File: src/hw/rtl/tdrm_pkg.sv
`default_nettype none
package tdrm_pkg;

  // field widths
  localparam int OP_W      = 2;
  localparam int POS_W     = 11;
  localparam int RANGE_W   = 8;
  localparam int PLAYER_W  = 4;
  localparam int PL_W      = PLAYER_W - 1;
  localparam int REG_W     = 8;
  localparam int CFG_IDX_W = 1;

  // tile geometry in world units
  localparam int TILE_UNITS = 16;
  localparam int TILE_SHIFT = $clog2(TILE_UNITS);
  localparam int HALF_TILE  = TILE_UNITS / 2;

  // centre, centre + reach, tile index, edge distance, squares, reach limit
  localparam int CX_W   = POS_W + TILE_SHIFT;
  localparam int EXT_W  = CX_W + 1;
  localparam int TW     = EXT_W - TILE_SHIFT;
  localparam int DIST_W = RANGE_W;
  localparam int SQ_W   = 2 * DIST_W;
  localparam int LIM_W  = 2 * (RANGE_W + 1);

  localparam logic [OP_W-1:0] OP_STAMP_WORLD = 2'd0;
  localparam logic [OP_W-1:0] OP_STAMP_TILE  = 2'd1;
  localparam logic [OP_W-1:0] OP_QUERY       = 2'd2;

  localparam logic [CFG_IDX_W-1:0] CFG_MAP_WIDTH  = 1'b0;
  localparam logic [CFG_IDX_W-1:0] CFG_MAP_HEIGHT = 1'b1;

  localparam logic [REG_W-1:0] MAP_REG_RESET = 8'd128;

  typedef enum logic [2:0] {
    ST_CLEAR,
    ST_IDLE,
    ST_SETUP,
    ST_SCAN,
    ST_DRAIN,
    ST_QREAD,
    ST_RESP
  } state_t;

  typedef struct packed {
    logic clear;
    logic latch;
    logic setup;
    logic scan;
    logic qread;
    logic load_out;
  } dp_cmd_t;

  typedef struct packed {
    logic clr_last;
    logic is_query;
    logic is_stamp;
    logic scan_last;
    logic pipe_busy;
    logic out_free;
  } dp_sts_t;

endpackage
`default_nettype wire

File: src/hw/rtl/tdrm_ctrl.sv
`default_nettype none
module tdrm_ctrl (
  input  logic               clk,
  input  logic               rst,
  input  logic               in_valid,
  output logic               in_stall,
  input  tdrm_pkg::dp_sts_t  sts,
  output tdrm_pkg::dp_cmd_t  cmd
);

  tdrm_pkg::state_t state;
  tdrm_pkg::state_t state_next;

  always_ff @(posedge clk) begin
    if (rst) begin
      state <= tdrm_pkg::ST_CLEAR;
    end else begin
      state <= state_next;
    end
  end

  always_comb begin
    state_next = state;
    case (state)
      tdrm_pkg::ST_CLEAR: begin
        if (sts.clr_last) state_next = tdrm_pkg::ST_IDLE;
      end
      tdrm_pkg::ST_IDLE: begin
        if (in_valid) state_next = tdrm_pkg::ST_SETUP;
      end
      tdrm_pkg::ST_SETUP: begin
        if (sts.is_query)      state_next = tdrm_pkg::ST_QREAD;
        else if (sts.is_stamp) state_next = tdrm_pkg::ST_SCAN;
        else                   state_next = tdrm_pkg::ST_RESP;
      end
      tdrm_pkg::ST_SCAN: begin
        if (sts.scan_last) state_next = tdrm_pkg::ST_DRAIN;
      end
      tdrm_pkg::ST_DRAIN: begin
        if (!sts.pipe_busy) state_next = tdrm_pkg::ST_RESP;
      end
      tdrm_pkg::ST_QREAD: begin
        state_next = tdrm_pkg::ST_RESP;
      end
      tdrm_pkg::ST_RESP: begin
        if (sts.out_free) state_next = tdrm_pkg::ST_IDLE;
      end
      default: begin
        state_next = tdrm_pkg::ST_CLEAR;
      end
    endcase
  end

  always_comb begin
    cmd          = '0;
    in_stall     = 1'b1;
    case (state)
      tdrm_pkg::ST_CLEAR: begin
        cmd.clear = 1'b1;
      end
      tdrm_pkg::ST_IDLE: begin
        in_stall  = 1'b0;
        cmd.latch = in_valid;
      end
      tdrm_pkg::ST_SETUP: begin
        cmd.setup = 1'b1;
      end
      tdrm_pkg::ST_SCAN: begin
        cmd.scan = 1'b1;
      end
      tdrm_pkg::ST_QREAD: begin
        cmd.qread = 1'b1;
      end
      tdrm_pkg::ST_RESP: begin
        cmd.load_out = sts.out_free;
      end
      default: begin
        cmd = '0;
      end
    endcase
  end

endmodule
`default_nettype wire

File: config.mk
export PLATFORM = sky130hd
export DESIGN_NAME = tdrm_ctrl
export DESIGN_NICKNAME = d
export VERILOG_FILES = /design/src/hw/rtl/tdrm_pkg.sv /design/src/hw/rtl/tdrm_ctrl.sv
export SDC_FILE = /design/constraint.sdc
export NUM_CORES = 1
export LEC_CHECK = 0
export ABC_AREA = 1
export BUFFER_PORTS_ARGS = -buffer_cell sky130_fd_sc_hd__buf_2
export CORE_AREA = 2 2 39 41
export DETAILED_ROUTE_END_ITERATION = 10
export DIE_AREA = 0 0 41 43
export GPL_TIMING_DRIVEN = 0
export PLACE_DENSITY_LB_ADDON = 0.08
export SKIP_LAST_GASP = 1
export SLEW_MARGIN = 30
export SYNTH_ARGS = -nofsm -noshare
export SYNTH_HDL_FRONTEND = slang
export SYNTH_SLANG_ARGS = --single-unit
File: constraint.sdc
create_clock -name clk -period 1.5 [get_ports clk]
set_input_delay 0.15 -clock clk [delete_from_list [all_inputs] [get_ports clk]]
set_output_delay 0.15 -clock clk [all_outputs]
set_load 0.005 [all_outputs]
## Yosys cells after proc, flatten, opt, wreduce, memory -nomap -nowiden

Index checks and enable logic that the tools add are counted.
W data, S select, Z words.

| storage, ports and cells | value |
|---|---|
| output and inout port bits | 7 |
| bits of input ports | 9 |
| register bits after elaboration | 3 |

| cells by class | value |
|---|---|
| equality and inequality tests | 11 |
| reduce and logical (&&, ||, !) cells | 2 |
| multiplexer cells | 15 |

Operators by type and width:

| kind | number |
|---|---|
| $mux W3 | 7 |
| $pmux W3 S7 | 1 |
| $ne A2 B2 Y1 const B | 5 |
| $eq A3 B3 Y1 const B | 3 |
| $mux W1 | 7 |
| $eq A3 B2 Y1 const B | 2 |
| $reduce_and A5 Y1 | 1 |
| $eq A3 B1 Y1 const B | 1 |
| $logic_not A3 Y1 | 1 |

## Longest topological paths before layout

| depth | value |
|---|---|
| depth after elaboration | 3 |
| gate-level depth with buffers | 9 |
| depth with buffers taken out | 8 |

## Worst setup path after synthesis

No wires, ideal clock.

| timing | value |
|---|---|
| kind | register to register |
| from | reg state[1] |
| to | reg state[1] |
| stages on the path, launching flop included | 6 |
| buffers on the path | 1 |
| data required time | 1.382 ns |
| slack | 0.448 ns |
| data arrival time | 0.934 ns |
| path through | dfxtp_1 buf_4 nor3_1 a21oi_1 nor3_1 nor2_1 |

| on the way | value |
|---|---|
| word-level cells in the longest chain between the ends | 3 |
| elaborated cells between the ends (all ways) | 14 |

RTL lines:

| item | line | RTL |
|---|---|---|
| start, declared | tdrm_ctrl.sv:11 | `tdrm_pkg::state_t state;` |
| start signal, assigned | tdrm_ctrl.sv:16 | `state <= tdrm_pkg::ST_CLEAR;` |
| start signal, assigned | tdrm_ctrl.sv:18 | `state <= state_next;` |
| $eq A3 B2 Y1, or another cell as far along | tdrm_ctrl.sv:24 | `case (state)` |
| $ne A2 B2 Y1 (no line) | -- |  |
| $reduce_and A5 Y1 (no line) | -- |  |

Several ways; a longest one is shown, not always the timed one.
A chain may end at the register's enable or synchronous reset.

==> impl_metrics.py <==
metrics = {
    "logic_synthesis": {
        "synth_nets": 62,
        "synthTopCellsByArea": "dfxtp_1, inv_1, nor2_1",
        "synth_top_family_by_area": "simple AND/OR/NAND/NOR gates",
        "ys_warn_count": 0,
        "synthFlopType": "dfxtp_1",
        "async_flop_share_pct": 0,
        "synth.cell_area_sq_um": 336.6,
        "yosysUniqueCellTypes": 19,
        "synth_xor_area_share_pct": 0,
        "muxShareOfSynthArea_pct": 0,
        "ys_seq_area_share_pct": 17.84,
        "syn_avg_cell_area_sq_um": 6.350,
        "synth-compound-area-share_pct": 7.063,
        "synth_fa_ha_area_share_pct": 0,
        "synth_top_area_cell": "dfxtp_1",
        "ys_ff_latch": 3,
        "netlist_instances": 53,
        "synth_common_cells": "inv_1, nor2_1, nand2_1, nand2_2, dfxtp_1",
        "synth_edf_count": 0,
        "netlist.area_leader.share_pct": 17.84,
        "synthSimpleGateAreaFrac_pct": 58.36,
        "synth.most_common_cell": "inv_1",
    },
    "global_routing": {
        "grt_max_degree": 10,
        "antenna_found_initial": 0,
        "grt.overflow.total": 0,
        "grt_use_total_pct": 10.63,
        "grt_pass1_wl_microns": 1221,
        "grt_pass1_vias": 319,
    },
    "final_layout": {
        "top_register": "state",
        "finalNonFillerCells": 88,
        "synthToLayoutAreaGrowth_pct": 36.06,
        "antennaDiodeCount": 0,
        "final_core_util_pct": 33.09,
        "num-fill-cells": 171,
        "multi_input_area_sq_um": 220.2,
        "seq_area_sq_um": 60.06,
        "drive_gt1_share_pct": 45.83,
        "nNetsFinal": 82,
        "largest_reg_flops": 3,
        "largestRegisters": "state x3",
    },
    "sta": {
        "hold_violations": 0,
        "setup_ws_ns": 0.1671,
        "layout_min_cycle_time_ns": 1.333,
        "final.setup.tns_ns": 0,
        "max_freq_mhz": 750.3,
        "finalMaxSlewViolations": 0,
        "rsz0062_at_grt": "false",
        "setup_viol": 0,
        "slew_headroom_pct": 82.06,
        "tightest_slew_ns": 0.2687,
        "clock_skew_ns": 0.001484,
        "holdWs_ns": 0.1969,
        "finalCritPeriodShare_pct": 88.86,
    },
    "cts": {
        "root_buffer": "clkbuf_4",
        "numCtsBuffers": 3,
        "holdBufCountCts": 0,
        "cts_buffer_depth": 2,
        "cts_tree": "done",
        "clk_pin_slew_ns": 0.04,
        "cts_resized": 0,
        "cts_sinks": 3,
        "htree_levels": 1,
        "clkLatencyLatePin_ns": 0.23,
        "cts_setup_buffers": 0,
    },
    "pwr": {
        "power.density_mw_per_mm2": 1671,
        "p_leak_nw": 0.2602,
        "ir_worst_vdd_uv": 566.7,
    },
    "place": {
        "port_buffers": 15,
        "place_ws_ns": 0.3539,
        "hpwl_microns": 619.2,
        "place.gp.congestion": 0.7581,
        "place_inst": 84,
    },
    "setup_path": {
        "cp-end-kind": "primary output",
        "required_ns": 1.35,
        "cp.arrival_ns": 1.18,
        "crit_path_start_kind": "flop",
        "cp_max_fo": 6,
        "path_class": "reg -> out",
    },
    "die": {
        "coreArea_sq_mm": 0.001384,
        "rows": 14,
        "io_pins": 16,
        "die_h_microns": 43,
        "dieArea_sq_mm": 0.001763,
        "start_util_pct": 24.32,
        "dieWidth_microns": 41,
    },
    "detailed_routing": {
        "wl_per_cell_microns": 7.852,
        "drtIter0Drc": 3,
        "antenna_left": 0,
        "routed_wl_microns": 691,
        "vias": 367,
        "dr.pass1.iters": 3,
        "drc_errors": 0,
        "vias_per_cell": 4.170,
    },
    "run": {
        "cap_viol_max_count": 0,
    },
    "status": {
        "status": "complete, no violations",
    },
    "min_path": {
        "hold_class": "in -> reg",
    },
}
[logic make-up (layout without fill, tap and decap cells)]
logic type             Yosys count  in the layout
AND/OR/NAND/NOR                 32             32
buffers and inverters           14             33
AO/OA/AOI/OAI                    4              4
flip-flops                       3              3
[critical path, stage by stage (launching register included)]
cell and delay (ns):
dfxtp_1 0.44, inv_2 0.10, nor4_1 0.26, buf_2 0.16
[through the flow]
step	total power (W)	instance area, sq um
final	0.0007654	457.9
after global routing	0.0008554	457.9
after CTS	0.0007826	457.9
after detailed placement	0.0006353	431.7
after global placement	0.0006471	431.7
after floorplan	0.0005198	336.6
[layout make-up]
class	instances	share of cell area [%]
clock buffers	4	5.738
inverters	13	10.66
repair buffers	15	16.39
plain buffers	1	1.639
well taps	16	4.372
multi-input cells	36	48.09
flip-flops and latches	3	13.11
[power by group]
group	total, W	internal (W)	leakage (nW)	switching [W]
Combinational	0.000472	0.000196	0.220	0.000277
Sequential	0.000154	0.000112	0.0250	0.0000420
Clock	0.000139	0.0000995	0.0150	0.0000395
Total	0.000765	0.000407	0.260	0.000358
[final timing paths]
check | start | end | slack [ns] | cells past startpoint
worst min-delay path | rst | state[0] | 0.20 | 4
worst min register to register | state[0] | state[0] | 0.59 | 2
worst max register to register | state[0] | state[1] | 0.36 | 5
worst max-delay path | state[2] | cmd[0] | 0.17 | 3
[per-layer routing]
| metal | up-vias | wire length, microns | global-route usage, % |
|---|---|---|---|
| li1 | 202 | - | - |
| met4 | 0 | 0 | 6.000 |
| met1 | 156 | 319 | 12.82 |
| met5 | - | 0 | 0 |
| met2 | 9 | 339 | 14.06 |
| met3 | 0 | 33 | 6.283 |
[placed cells by master, fill, tap and decap left out]
| master | netlist | layout |
|---|---|---|
| nand2_2 | 4 | 4 |
| nand3_4 | 1 | 1 |
| o22ai_1 | 1 | 1 |
| buf_4 | 1 | 1 |
| nand2_1 | 5 | 5 |
| clkbuf_4 | 0 | 3 |
| nand3_2 | 2 | 2 |
| nor2_1 | 8 | 8 |
| dfxtp_1 | 3 | 3 |
| buf_2 | 0 | 15 |
| o21bai_1 | 1 | 1 |
| nand2_4 | 1 | 1 |
| nor2_4 | 2 | 2 |
| nor2_2 | 2 | 2 |
| nor3_1 | 2 | 2 |
| nand4_1 | 2 | 2 |
| nand3_1 | 2 | 2 |
| inv_1 | 11 | 11 |
| a21oi_1 | 2 | 2 |
| nor4_1 | 1 | 1 |
| inv_2 | 2 | 2 |
| clkbuf_1 | 0 | 1 |
Note: power is estimated with default switching activity, not from simulation.
