$ cat src/hw/rtl/tdrm_pkg.sv
`default_nettype none
package tdrm_pkg;

  // field widths
  localparam int OP_W      = 2;
  localparam int POS_W     = 11;
  localparam int RANGE_W   = 8;
  localparam int PLAYER_W  = 4;
  localparam int PL_W      = PLAYER_W - 1;
  localparam int REG_W     = 8;
  localparam int CFG_IDX_W = 1;

  // tile geometry in world units
  localparam int TILE_UNITS = 16;
  localparam int TILE_SHIFT = $clog2(TILE_UNITS);
  localparam int HALF_TILE  = TILE_UNITS / 2;

  // centre, centre + reach, tile index, edge distance, squares, reach limit
  localparam int CX_W   = POS_W + TILE_SHIFT;
  localparam int EXT_W  = CX_W + 1;
  localparam int TW     = EXT_W - TILE_SHIFT;
  localparam int DIST_W = RANGE_W;
  localparam int SQ_W   = 2 * DIST_W;
  localparam int LIM_W  = 2 * (RANGE_W + 1);

  localparam logic [OP_W-1:0] OP_STAMP_WORLD = 2'd0;
  localparam logic [OP_W-1:0] OP_STAMP_TILE  = 2'd1;
  localparam logic [OP_W-1:0] OP_QUERY       = 2'd2;

  localparam logic [CFG_IDX_W-1:0] CFG_MAP_WIDTH  = 1'b0;
  localparam logic [CFG_IDX_W-1:0] CFG_MAP_HEIGHT = 1'b1;

  localparam logic [REG_W-1:0] MAP_REG_RESET = 8'd128;

  typedef enum logic [2:0] {
    ST_CLEAR,
    ST_IDLE,
    ST_SETUP,
    ST_SCAN,
    ST_DRAIN,
    ST_QREAD,
    ST_RESP
  } state_t;

  typedef struct packed {
    logic clear;
    logic latch;
    logic setup;
    logic scan;
    logic qread;
    logic load_out;
  } dp_cmd_t;

  typedef struct packed {
    logic clr_last;
    logic is_query;
    logic is_stamp;
    logic scan_last;
    logic pipe_busy;
    logic out_free;
  } dp_sts_t;

endpackage
`default_nettype wire

$ cat src/hw/rtl/tdrm_dp.sv
`default_nettype none
module tdrm_dp #(
  parameter int MAP_SIDE = 128,
  parameter int PLAYERS  = 8
) (
  input  logic                                  clk,
  input  logic                                  rst,
  input  tdrm_pkg::dp_cmd_t                     cmd,
  output tdrm_pkg::dp_sts_t                     sts,
  input  logic [tdrm_pkg::OP_W-1:0]             op,
  input  logic [tdrm_pkg::POS_W-1:0]            pos_x,
  input  logic [tdrm_pkg::POS_W-1:0]            pos_y,
  input  logic                                  odd_x,
  input  logic                                  odd_y,
  input  logic [tdrm_pkg::RANGE_W-1:0]          vis_range,
  input  logic signed [tdrm_pkg::PLAYER_W-1:0]  player,
  input  logic                                  cfg_we,
  input  logic [tdrm_pkg::CFG_IDX_W-1:0]        cfg_index,
  input  logic [tdrm_pkg::REG_W-1:0]            cfg_data,
  output logic                                  mem_we,
  output logic [2*$clog2(MAP_SIDE)-1:0]         mem_waddr,
  output logic [PLAYERS-1:0]                    mem_wmask,
  output logic [PLAYERS-1:0]                    mem_wdata,
  output logic                                  mem_re,
  output logic [2*$clog2(MAP_SIDE)-1:0]         mem_raddr,
  input  logic [PLAYERS-1:0]                    mem_rdata,
  output logic                                  out_valid,
  input  logic                                  out_stall,
  output logic                                  explored_bit,
  output logic                                  was_query
);

  localparam int IDX_W  = $clog2(MAP_SIDE);
  localparam int AW     = 2 * IDX_W;
  localparam int TW     = tdrm_pkg::TW;
  localparam int CX_W   = tdrm_pkg::CX_W;
  localparam int EXT_W  = tdrm_pkg::EXT_W;
  localparam int DIST_W = tdrm_pkg::DIST_W;
  localparam int SQ_W   = tdrm_pkg::SQ_W;
  localparam int LIM_W  = tdrm_pkg::LIM_W;
  localparam int PL_W   = tdrm_pkg::PL_W;
  localparam int TS     = tdrm_pkg::TILE_SHIFT;

  // distance from centre c to the nearer world edge of tile t
  function automatic logic [DIST_W-1:0] near_dist(input logic [TW-1:0] t,
                                                   input logic [CX_W-1:0] c);
    logic signed [EXT_W+1:0] d_lo;
    logic signed [EXT_W+1:0] d_hi;
    logic [EXT_W+1:0]        a_lo;
    logic [EXT_W+1:0]        a_hi;
    d_lo = $signed({2'b00, t, {TS{1'b0}}}) - $signed({{(EXT_W+2-CX_W){1'b0}}, c});
    d_hi = d_lo + $signed((EXT_W+2)'(tdrm_pkg::TILE_UNITS - 1));
    a_lo = d_lo[EXT_W+1] ? unsigned'(-d_lo) : unsigned'(d_lo);
    a_hi = d_hi[EXT_W+1] ? unsigned'(-d_hi) : unsigned'(d_hi);
    return (a_lo < a_hi) ? a_lo[DIST_W-1:0] : a_hi[DIST_W-1:0];
  endfunction

  // config
  logic [tdrm_pkg::REG_W-1:0] map_w;
  logic [tdrm_pkg::REG_W-1:0] map_h;

  // latched item
  logic [tdrm_pkg::OP_W-1:0]    lat_op;
  logic [tdrm_pkg::POS_W-1:0]   lat_px;
  logic [tdrm_pkg::POS_W-1:0]   lat_py;
  logic [CX_W-1:0]              lat_cx;
  logic [CX_W-1:0]              lat_cy;
  logic [tdrm_pkg::RANGE_W-1:0] lat_reach;
  logic [PL_W-1:0]              lat_pl;
  logic                         lat_pl_ok;

  // box and scan
  logic [TW-1:0]    tx;
  logic [TW-1:0]    ty;
  logic [TW-1:0]    x1;
  logic [TW-1:0]    y0;
  logic [TW-1:0]    y1;
  logic             box_empty;
  logic [LIM_W-1:0] limit;
  logic             q_ok;

  // distance stage
  logic            s1_valid;
  logic [SQ_W-1:0] s1_dx2;
  logic [SQ_W-1:0] s1_dy2;
  logic [AW-1:0]   s1_addr;

  logic [AW-1:0] clr_cnt;

  // combinational
  logic [CX_W-1:0]              cx_in;
  logic [CX_W-1:0]              cy_in;
  logic                         pl_ok_in;
  logic [TW-1:0]                uw;
  logic [TW-1:0]                uh;
  logic [EXT_W-1:0]             x_lo;
  logic [EXT_W-1:0]             y_lo;
  logic [EXT_W-1:0]             x_hi;
  logic [EXT_W-1:0]             y_hi;
  logic [TW-1:0]                x0_c;
  logic [TW-1:0]                y0_c;
  logic [TW-1:0]                x1_c;
  logic [TW-1:0]                y1_c;
  logic [tdrm_pkg::RANGE_W:0]   r1;
  logic [DIST_W-1:0]            dx;
  logic [DIST_W-1:0]            dy;
  logic                         hit;
  logic [PLAYERS-1:0]           pl_mask;
  logic                         q_bit;
  logic                         is_query;

  assign is_query = (lat_op == tdrm_pkg::OP_QUERY);

  always_comb begin
    if (op == tdrm_pkg::OP_STAMP_TILE) begin
      cx_in = (CX_W'(pos_x) << TS) |
              (odd_x ? CX_W'(tdrm_pkg::HALF_TILE) : {CX_W{1'b0}});
      cy_in = (CX_W'(pos_y) << TS) |
              (odd_y ? CX_W'(tdrm_pkg::HALF_TILE) : {CX_W{1'b0}});
    end else begin
      cx_in = CX_W'(pos_x);
      cy_in = CX_W'(pos_y);
    end
    pl_ok_in = !player[tdrm_pkg::PLAYER_W-1] && (32'(player[PL_W-1:0]) < PLAYERS);
  end

  // clip box to map in use
  always_comb begin
    uw   = (TW'(map_w) > TW'(MAP_SIDE)) ? TW'(MAP_SIDE) : TW'(map_w);
    uh   = (TW'(map_h) > TW'(MAP_SIDE)) ? TW'(MAP_SIDE) : TW'(map_h);
    x_lo = EXT_W'(lat_cx) - EXT_W'(lat_reach);
    y_lo = EXT_W'(lat_cy) - EXT_W'(lat_reach);
    x_hi = EXT_W'(lat_cx) + EXT_W'(lat_reach);
    y_hi = EXT_W'(lat_cy) + EXT_W'(lat_reach);
    x0_c = x_lo[EXT_W-1] ? {TW{1'b0}} : x_lo[EXT_W-1:TS];
    y0_c = y_lo[EXT_W-1] ? {TW{1'b0}} : y_lo[EXT_W-1:TS];
    x1_c = (x_hi[EXT_W-1:TS] >= uw) ? uw - TW'(1) : x_hi[EXT_W-1:TS];
    y1_c = (y_hi[EXT_W-1:TS] >= uh) ? uh - TW'(1) : y_hi[EXT_W-1:TS];
    r1   = {1'b0, lat_reach} + 1'b1;
  end

  always_comb begin
    dx  = near_dist(tx, lat_cx);
    dy  = near_dist(ty, lat_cy);
    hit = s1_valid && ((LIM_W'(s1_dx2) + LIM_W'(s1_dy2)) < limit);
    q_bit = 1'b0;
    for (int b = 0; b < PLAYERS; b++) begin
      pl_mask[b] = (32'(lat_pl) == b);
      if (32'(lat_pl) == b) q_bit = mem_rdata[b];
    end
  end

  // memory ports
  always_comb begin
    if (cmd.clear) begin
      mem_we    = 1'b1;
      mem_waddr = clr_cnt;
      mem_wmask = {PLAYERS{1'b1}};
      mem_wdata = {PLAYERS{1'b0}};
    end else begin
      mem_we    = hit;
      mem_waddr = s1_addr;
      mem_wmask = pl_mask;
      mem_wdata = {PLAYERS{1'b1}};
    end
    mem_re    = cmd.qread;
    mem_raddr = {lat_py[IDX_W-1:0], lat_px[IDX_W-1:0]};
  end

  always_comb begin
    sts.clr_last  = (clr_cnt == {AW{1'b1}});
    sts.is_query  = is_query;
    sts.is_stamp  = lat_pl_ok && (lat_op == tdrm_pkg::OP_STAMP_WORLD ||
                                  lat_op == tdrm_pkg::OP_STAMP_TILE);
    sts.scan_last = box_empty || (tx == x1 && ty == y1);
    sts.pipe_busy = s1_valid;
    sts.out_free  = !out_valid || !out_stall;
  end

  // control registers
  always_ff @(posedge clk) begin
    if (rst) begin
      map_w     <= tdrm_pkg::MAP_REG_RESET;
      map_h     <= tdrm_pkg::MAP_REG_RESET;
      clr_cnt   <= {AW{1'b0}};
      s1_valid  <= 1'b0;
      out_valid <= 1'b0;
    end else begin
      if (cfg_we) begin
        case (cfg_index)
          tdrm_pkg::CFG_MAP_WIDTH:  map_w <= cfg_data;
          tdrm_pkg::CFG_MAP_HEIGHT: map_h <= cfg_data;
          default: ;
        endcase
      end
      if (cmd.clear) clr_cnt <= clr_cnt + 1'b1;
      s1_valid <= cmd.scan && !box_empty;
      if (cmd.load_out)    out_valid <= 1'b1;
      else if (!out_stall) out_valid <= 1'b0;
    end
  end

  // payload registers
  always_ff @(posedge clk) begin
    if (cmd.latch) begin
      lat_op    <= op;
      lat_px    <= pos_x;
      lat_py    <= pos_y;
      lat_cx    <= cx_in;
      lat_cy    <= cy_in;
      lat_reach <= vis_range;
      lat_pl    <= player[PL_W-1:0];
      lat_pl_ok <= pl_ok_in;
    end
    if (cmd.setup) begin
      tx        <= x0_c;
      ty        <= y0_c;
      x1        <= x1_c;
      y0        <= y0_c;
      y1        <= y1_c;
      box_empty <= (uw == {TW{1'b0}}) || (uh == {TW{1'b0}}) ||
                   (x0_c > x1_c) || (y0_c > y1_c);
      limit     <= LIM_W'(r1) * LIM_W'(r1);
      q_ok      <= is_query && lat_pl_ok &&
                   (TW'(lat_px) < uw) && (TW'(lat_py) < uh);
    end
    if (cmd.scan && !box_empty) begin
      s1_dx2  <= SQ_W'(dx) * SQ_W'(dx);
      s1_dy2  <= SQ_W'(dy) * SQ_W'(dy);
      s1_addr <= {ty[IDX_W-1:0], tx[IDX_W-1:0]};
      if (ty == y1) begin
        ty <= y0;
        tx <= tx + 1'b1;
      end else begin
        ty <= ty + 1'b1;
      end
    end
    if (cmd.load_out) begin
      explored_bit <= q_ok && q_bit;
      was_query    <= is_query;
    end
  end

endmodule
`default_nettype wire

$ cat config.mk
export PLATFORM = sky130hd
export DESIGN_NAME = tdrm_dp
export DESIGN_NICKNAME = d
export VERILOG_FILES = /design/src/hw/rtl/tdrm_pkg.sv /design/src/hw/rtl/tdrm_dp.sv
export SDC_FILE = /design/constraint.sdc
export NUM_CORES = 1
export LEC_CHECK = 0
export BUFFER_PORTS_ARGS = -buffer_cell sky130_fd_sc_hd__buf_4
export CAP_MARGIN = 30
export CORE_MARGIN = 4
export CORE_UTILIZATION = 45
export CTS_BUF_LIST = sky130_fd_sc_hd__clkbuf_4 sky130_fd_sc_hd__clkbuf_8
export DETAILED_ROUTE_END_ITERATION = 10
export GPL_TIMING_DRIVEN = 0
export HOLD_SLACK_MARGIN = 0.1
export PLACE_DENSITY = 0.63
export SLEW_MARGIN = 10
export SYNTH_ARGS = -nofsm -noshare
export SYNTH_HDL_FRONTEND = slang
export SYNTH_SLANG_ARGS = --single-unit
$ cat constraint.sdc
create_clock -name clk -period 12.08 [get_ports clk]
set_input_delay 0 -clock clk [delete_from_list [all_inputs] [get_ports clk]]
set_output_delay 0 -clock clk [all_outputs]
set_load 0.05 [all_outputs]
======== After elaboration in Yosys (flattened, before gate mapping) ========
Index checks and enable logic that the tools add are counted.
storage, ports and cells
  output and inout bits ................... 55
  register bits after elaboration ......... 226
  input port bits ......................... 65
cells by class
  equal/unequal tests ..................... 14
  bitwise logic cells ..................... 3
  add/sub/neg operators ................... 19
  reductions and logical operators ........ 25
  order comparisons ....................... 11
  muxes and demuxes ....................... 36
  multiply operators ...................... 3
operators by type and width
  operator               count
  $mux 12                8
  $mux 18                4
  $mux 8                 6
  $mux 11                4
  $add 17x5->18 const B  2
  $lt 18x18->1           2
  $neg 17->18            2
  $neg 18->18            2
  $sub 16x15->17         2
  $add 15x8->16          2
  $mul 8x8->16           2
  $sub 15x8->16          2
  $or 15x4->15           2
  $add 12x1->12 const B  2
  $eq 12x12->1           2
  $ge 12x8->1            2
  $gt 11x12->1           2
  $logic_not 12->1       2
  $lt 11x8->1            2
  $lt 17x18->1           1
  $mul 9x9->18           1
  $sub 8x1->9 const B    2
  $add 16x16->17         1
  $gt 8x8->1 const B     2
  20 further kinds       52

======== Longest topological paths before layout ========
  word-level depth ........................ 10
  mapped depth ............................ 48

======== Least setup slack after synthesis ========
No wires, ideal clock.
  kind .................................... register to register
  start ................................... reg lat_cx[0]
  end ..................................... reg s1_dx2[15], data pin
  buffers on the path ..................... 5
  cell stages (with the launch flop) ...... 46
  data arrival time ....................... 9.750 ns
  clock period less this slack ............ 10.015 ns
  path slack .............................. 2.065 ns
  setup time .............................. 0.265 ns
  cell sequence ........................... edfxtp_1 -> clkbuf_1 -> inv_1 -> ha_1 -> or3b_1 -> buf_2 -> o211a_1 -> or2_4 -> o311ai_4 -> nand2_2 -> or4_1 -> buf_2 -> o21ai_1 -> clkbuf_1 -> nor2_1 -> xnor2_1 -> ha_1 -> nand4_1 -> [... 10 more ...] -> ha_1 -> or2_2 -> fa_1 -> fa_1 -> inv_1 -> fa_1 -> inv_1 -> ha_1 -> inv_1 -> o21bai_1 -> a21oi_1 -> nor2b_1 -> o21a_1 -> o21ai_0 -> nand2b_1 -> a21oi_1 -> o21ai_0 -> xor2_1
between the ends
  cells in the longest elaborated chain, start to end .. 7
RTL lines
  what                    line            source
  start, declared         tdrm_dp.sv:66   logic [CX_W-1:0] lat_cx;
  start signal, assigned  tdrm_dp.sv:209  lat_cx <= cx_in;
  $sub 16x15->17 *        tdrm_dp.sv:51   d_lo = $signed({2'b00, t, {TS{1'b0}}}) - $signed({{(EXT_W+2-CX_W){1'b0}}, c});
  $add 17x5->18           tdrm_dp.sv:52   d_hi = d_lo + $signed((EXT_W+2)'(tdrm_pkg::TILE_UNITS - 1));
  $neg 18->18             tdrm_dp.sv:54   a_hi = d_hi[EXT_W+1] ? unsigned'(-d_hi) : unsigned'(d_hi);
  $mux 18                 tdrm_dp.sv:54
  $lt 18x18->1            tdrm_dp.sv:55   return (a_lo < a_hi) ? a_lo[DIST_W-1:0] : a_hi[DIST_W-1:0];
  $mux 8 *                tdrm_dp.sv:55
  $mul 8x8->16 *          tdrm_dp.sv:228  s1_dx2 <= SQ_W'(dx) * SQ_W'(dx);
  end signal, assigned    tdrm_dp.sv:228
  end, declared           tdrm_dp.sv:84   logic [SQ_W-1:0] s1_dx2;
Mark *: on every way between the ends. The rest lies on a longest branch, timed or not.
A chain may end at the register's enable or synchronous reset.

======== Final worst setup path ========
  start ................................... reg lat_cy[0]
  end ..................................... reg s1_dy2[15], data pin
between the ends
  cells in the longest elaborated chain, start to end .. 7
RTL lines
  what                    line            source
  start, declared         tdrm_dp.sv:67   logic [CX_W-1:0] lat_cy;
  start signal, assigned  tdrm_dp.sv:210  lat_cy <= cy_in;
  $sub 16x15->17 *        tdrm_dp.sv:51
  $add 17x5->18           tdrm_dp.sv:52
  $neg 18->18             tdrm_dp.sv:54
  $mux 18                 tdrm_dp.sv:54
  $lt 18x18->1            tdrm_dp.sv:55
  $mux 8 *                tdrm_dp.sv:55
  $mul 8x8->16 *          tdrm_dp.sv:229  s1_dy2 <= SQ_W'(dy) * SQ_W'(dy);
  end signal, assigned    tdrm_dp.sv:229
  end, declared           tdrm_dp.sv:85   logic [SQ_W-1:0] s1_dy2;
Marked as above.

==> impl_metrics.ini <==
[yosys]
synth_top_area_cell = edfxtp_1
synth_cell_types = 100
yosys_warnings = 0
synth-seq-area-share = 0.275
yosysMostFrequentCell = ha_1
ys_seq_elements = 222
synthArstFlopShare = 0
synth-edff-count = 178
synth_top_area_frac = 0.236
synth_ff_type = edfxtp_1
synth_area_leaders = edfxtp_1 24%, ha_1 15%, fa_1 7.2%, xnor2_1 6.2%, inv_1 4.4%
synth_common_cells = 276 x ha_1, 267 x inv_1, 220 x nor2_1
synthCells = 2486
synth_area_um2 = 22700
synth.avg_cell_area_um2 = 9.12

[setup_path]
crit_path_end_kind = flip-flop
path_delay_family = compound AO/OA/AOI/OAI gates
critical-path-max-stage-delay_ps = 550
crit_buf_inv = 8
critPathKind = reg2reg
startpoint_type = flip-flop
crit_arrival_ps = 11540
slowest_stage = nor4_4
cp_max_fo = 10
worstPathRequired_ps = 12390

[floorplan]
fp.coreArea_um2 = 49400
ios = 120
die_width_um = 232
row_count = 81
die_h_um = 232
start_util = 0.459
die-area_um2 = 54000

[sta]
max_freq_mhz = 89.1
slew_viol_final = 0
finalSetupViolCount = 0
hold_viol_final = 0
setup_ws_ps = 854
skew_ps = 51.7
finalCritPeriodShare = 0.929
min_period_ps = 11230
finalSetupTns_ps = 0
worst_slew_pin_slew_ps = 947
maxSlewHeadroom = 0.352

[placement]
hpwl_um = 46700
place.gp.congestion = 0.897
place_ws_ps = 193
numPortBuffers = 118
place_inst = 3278

[clock_tree]
cts_sinks = 222
tritoncts = done
max-clock-path-buffers = 3
cts_buffers = 40
cts_htree_levels = 2
clk_latency_ps = 610
clk_pin_slew_ps = 50
root_buffer = clkbuf_8
postCtsSetupBuffers = 0

[finish]
fin_cells = 3424
fin_nets = 3153
utilization = 0.528
drive_gt1_frac = 0.119
area_delta_synth_final_pct = 14.9

[detailed_routing]
drt_wl_total_um = 58900
detail-route-antenna-nets = 0
first_iter_violations = 982
vias = 18446
drc = 0
vias_per_cell = 5.39
avgRoutedWirePerCell_um = 17.2
drtPass1Iterations = 6

[global_route]
grt_pass1_wl_um = 96000
antenna_found_initial = 2
grt_usage = 0.218
busiest_layer = met2
grt_max_degree = 67
met3_usage = 0.0370
met1_usage = 0.283
grt_util_met2 = 0.377
overflow = 0
grt_pass1_vias = 18705

[flow_run]
maxCapViolCount = 0

[outcome]
status = finished, final reports clean

[hold_path]
hp-class = in2reg
## worst register-to-register path, delay by kind of cell (launching register included)
kind | cells | cell delay, ps
compound gates | 15 | 3570
fa+ha+maj | 7 | 2570
simple gates | 11 | 2370
buf+inv | 8 | 1500
xor+xnor | 3 | 510
flops | 1 | 340
mux | 1 | 90
## cell usage in the layout (no fill, tap or decap), types with 11 or more instances in the layout
cell / n
ha_1: 276
inv_1: 267
nor2_1: 220
edfxtp_1: 178
xnor2_1: 158
nand2_1: 148
buf_4: 143
a21oi_1: 130
o21ai_0: 111
xor2_1: 87
fa_1: 82
dlygate4sd3_1: 73
nand3_1: 67
nor3_1: 53
nor2b_1: 47
clkbuf_8: 46
dfxtp_1: 44
clkbuf_1: 43
a21o_1: 42
mux2_2: 40
o21a_1: 39
nand2b_1: 36
and2_1: 24
and3_1: 22
nor4_1: 20
nand4_1: 20
o21bai_1: 18
or2_2: 17
mux2i_1: 17
or3_1: 17
a211oi_1: 13
a31oi_1: 13
o31ai_1: 13
o211ai_1: 11
conb_1: 11
## repair_timing
item / in CTS / in global routing
hold endpoints to repair: 221 / 0
hold buffers: 73 / 0
resized for setup: 0 / 10
endpoints found under the setup margin: 0 / 7
## flip-flops by register name, summed over array words and instances, names as in the netlist, 2 cells and up
name and count:
s1_dy2 15, map_w 8, s1_addr 14, y1 12, lat_reach 8, map_h 8, ty 12, s1_dx2 15
limit 17, lat_py 11, x1 12, lat_cx 15, tx 12, lat_cy 15, lat_pl 3, clr_cnt 14
lat_px 11, lat_op 2, y0 11
## final timing paths
check / startpoint / endpoint / slack [ps] / cells after the start
setup reg to reg: lat_cy[0]$_SDFFCE_PP0P_ / s1_dy2[15]$_DFFE_PP_ / 850 / 45
hold / removal: pos_x[10] / lat_px[10]$_DFFE_PP_ / 140 / 2
hold reg to reg: map_w[2]$_SDFFE_PP0P_ / map_w[2]$_SDFFE_PP0P_ / 500 / 2
setup / recovery: lat_cy[0]$_SDFFCE_PP0P_ / s1_dy2[15]$_DFFE_PP_ / 850 / 45
## cells by family after synthesis
logic type	count (synthesis)	share of synthesized area
adders and majority gates	358	0.225
DFF	222	0.275
xor gates and xnor gates	252	0.0987
AOI/OAI and AO/OA	488	0.142
buffers and inverters	359	0.0642
muxes	62	0.0309
other	2	0.000331
and+or+nand+nor	743	0.165
## through the flow
stage | instance area [um^2] | hold slack [ps]
floorplan | 22700 | 94.3
global placement | 24400 | 180
detailed placement | 24400 | 181
CTS | 26000 | 102
global route | 26000 | 106
finish | 26000 | 138
## metal layers
layer,vias up,part of all wire
li1,9128,-
met1,8810,0.45
met2,411,0.48
met3,95,0.048
met4,2,0.029
met5,-,0.00022
## area by class of cell
| cell class | instances | area, um^2 |
|---|---|---|
| flip-flops and latches | 222 | 6230 |
| plain buffers | 89 | 448 |
| multi-input cells | 1914 | 15100 |
| diodes | 1 | 2.50 |
| repair buffers | 193 | 1630 |
| fillers | 4502 | 23300 |
| clock inverters | 17 | 145 |
| clock buffers | 54 | 693 |
| well taps | 664 | 831 |
| inverters | 270 | 1010 |
Power is left out: the tool's default activity adds up to more than one toggle a clock period on the data nets, which glitch-free logic cannot reach.
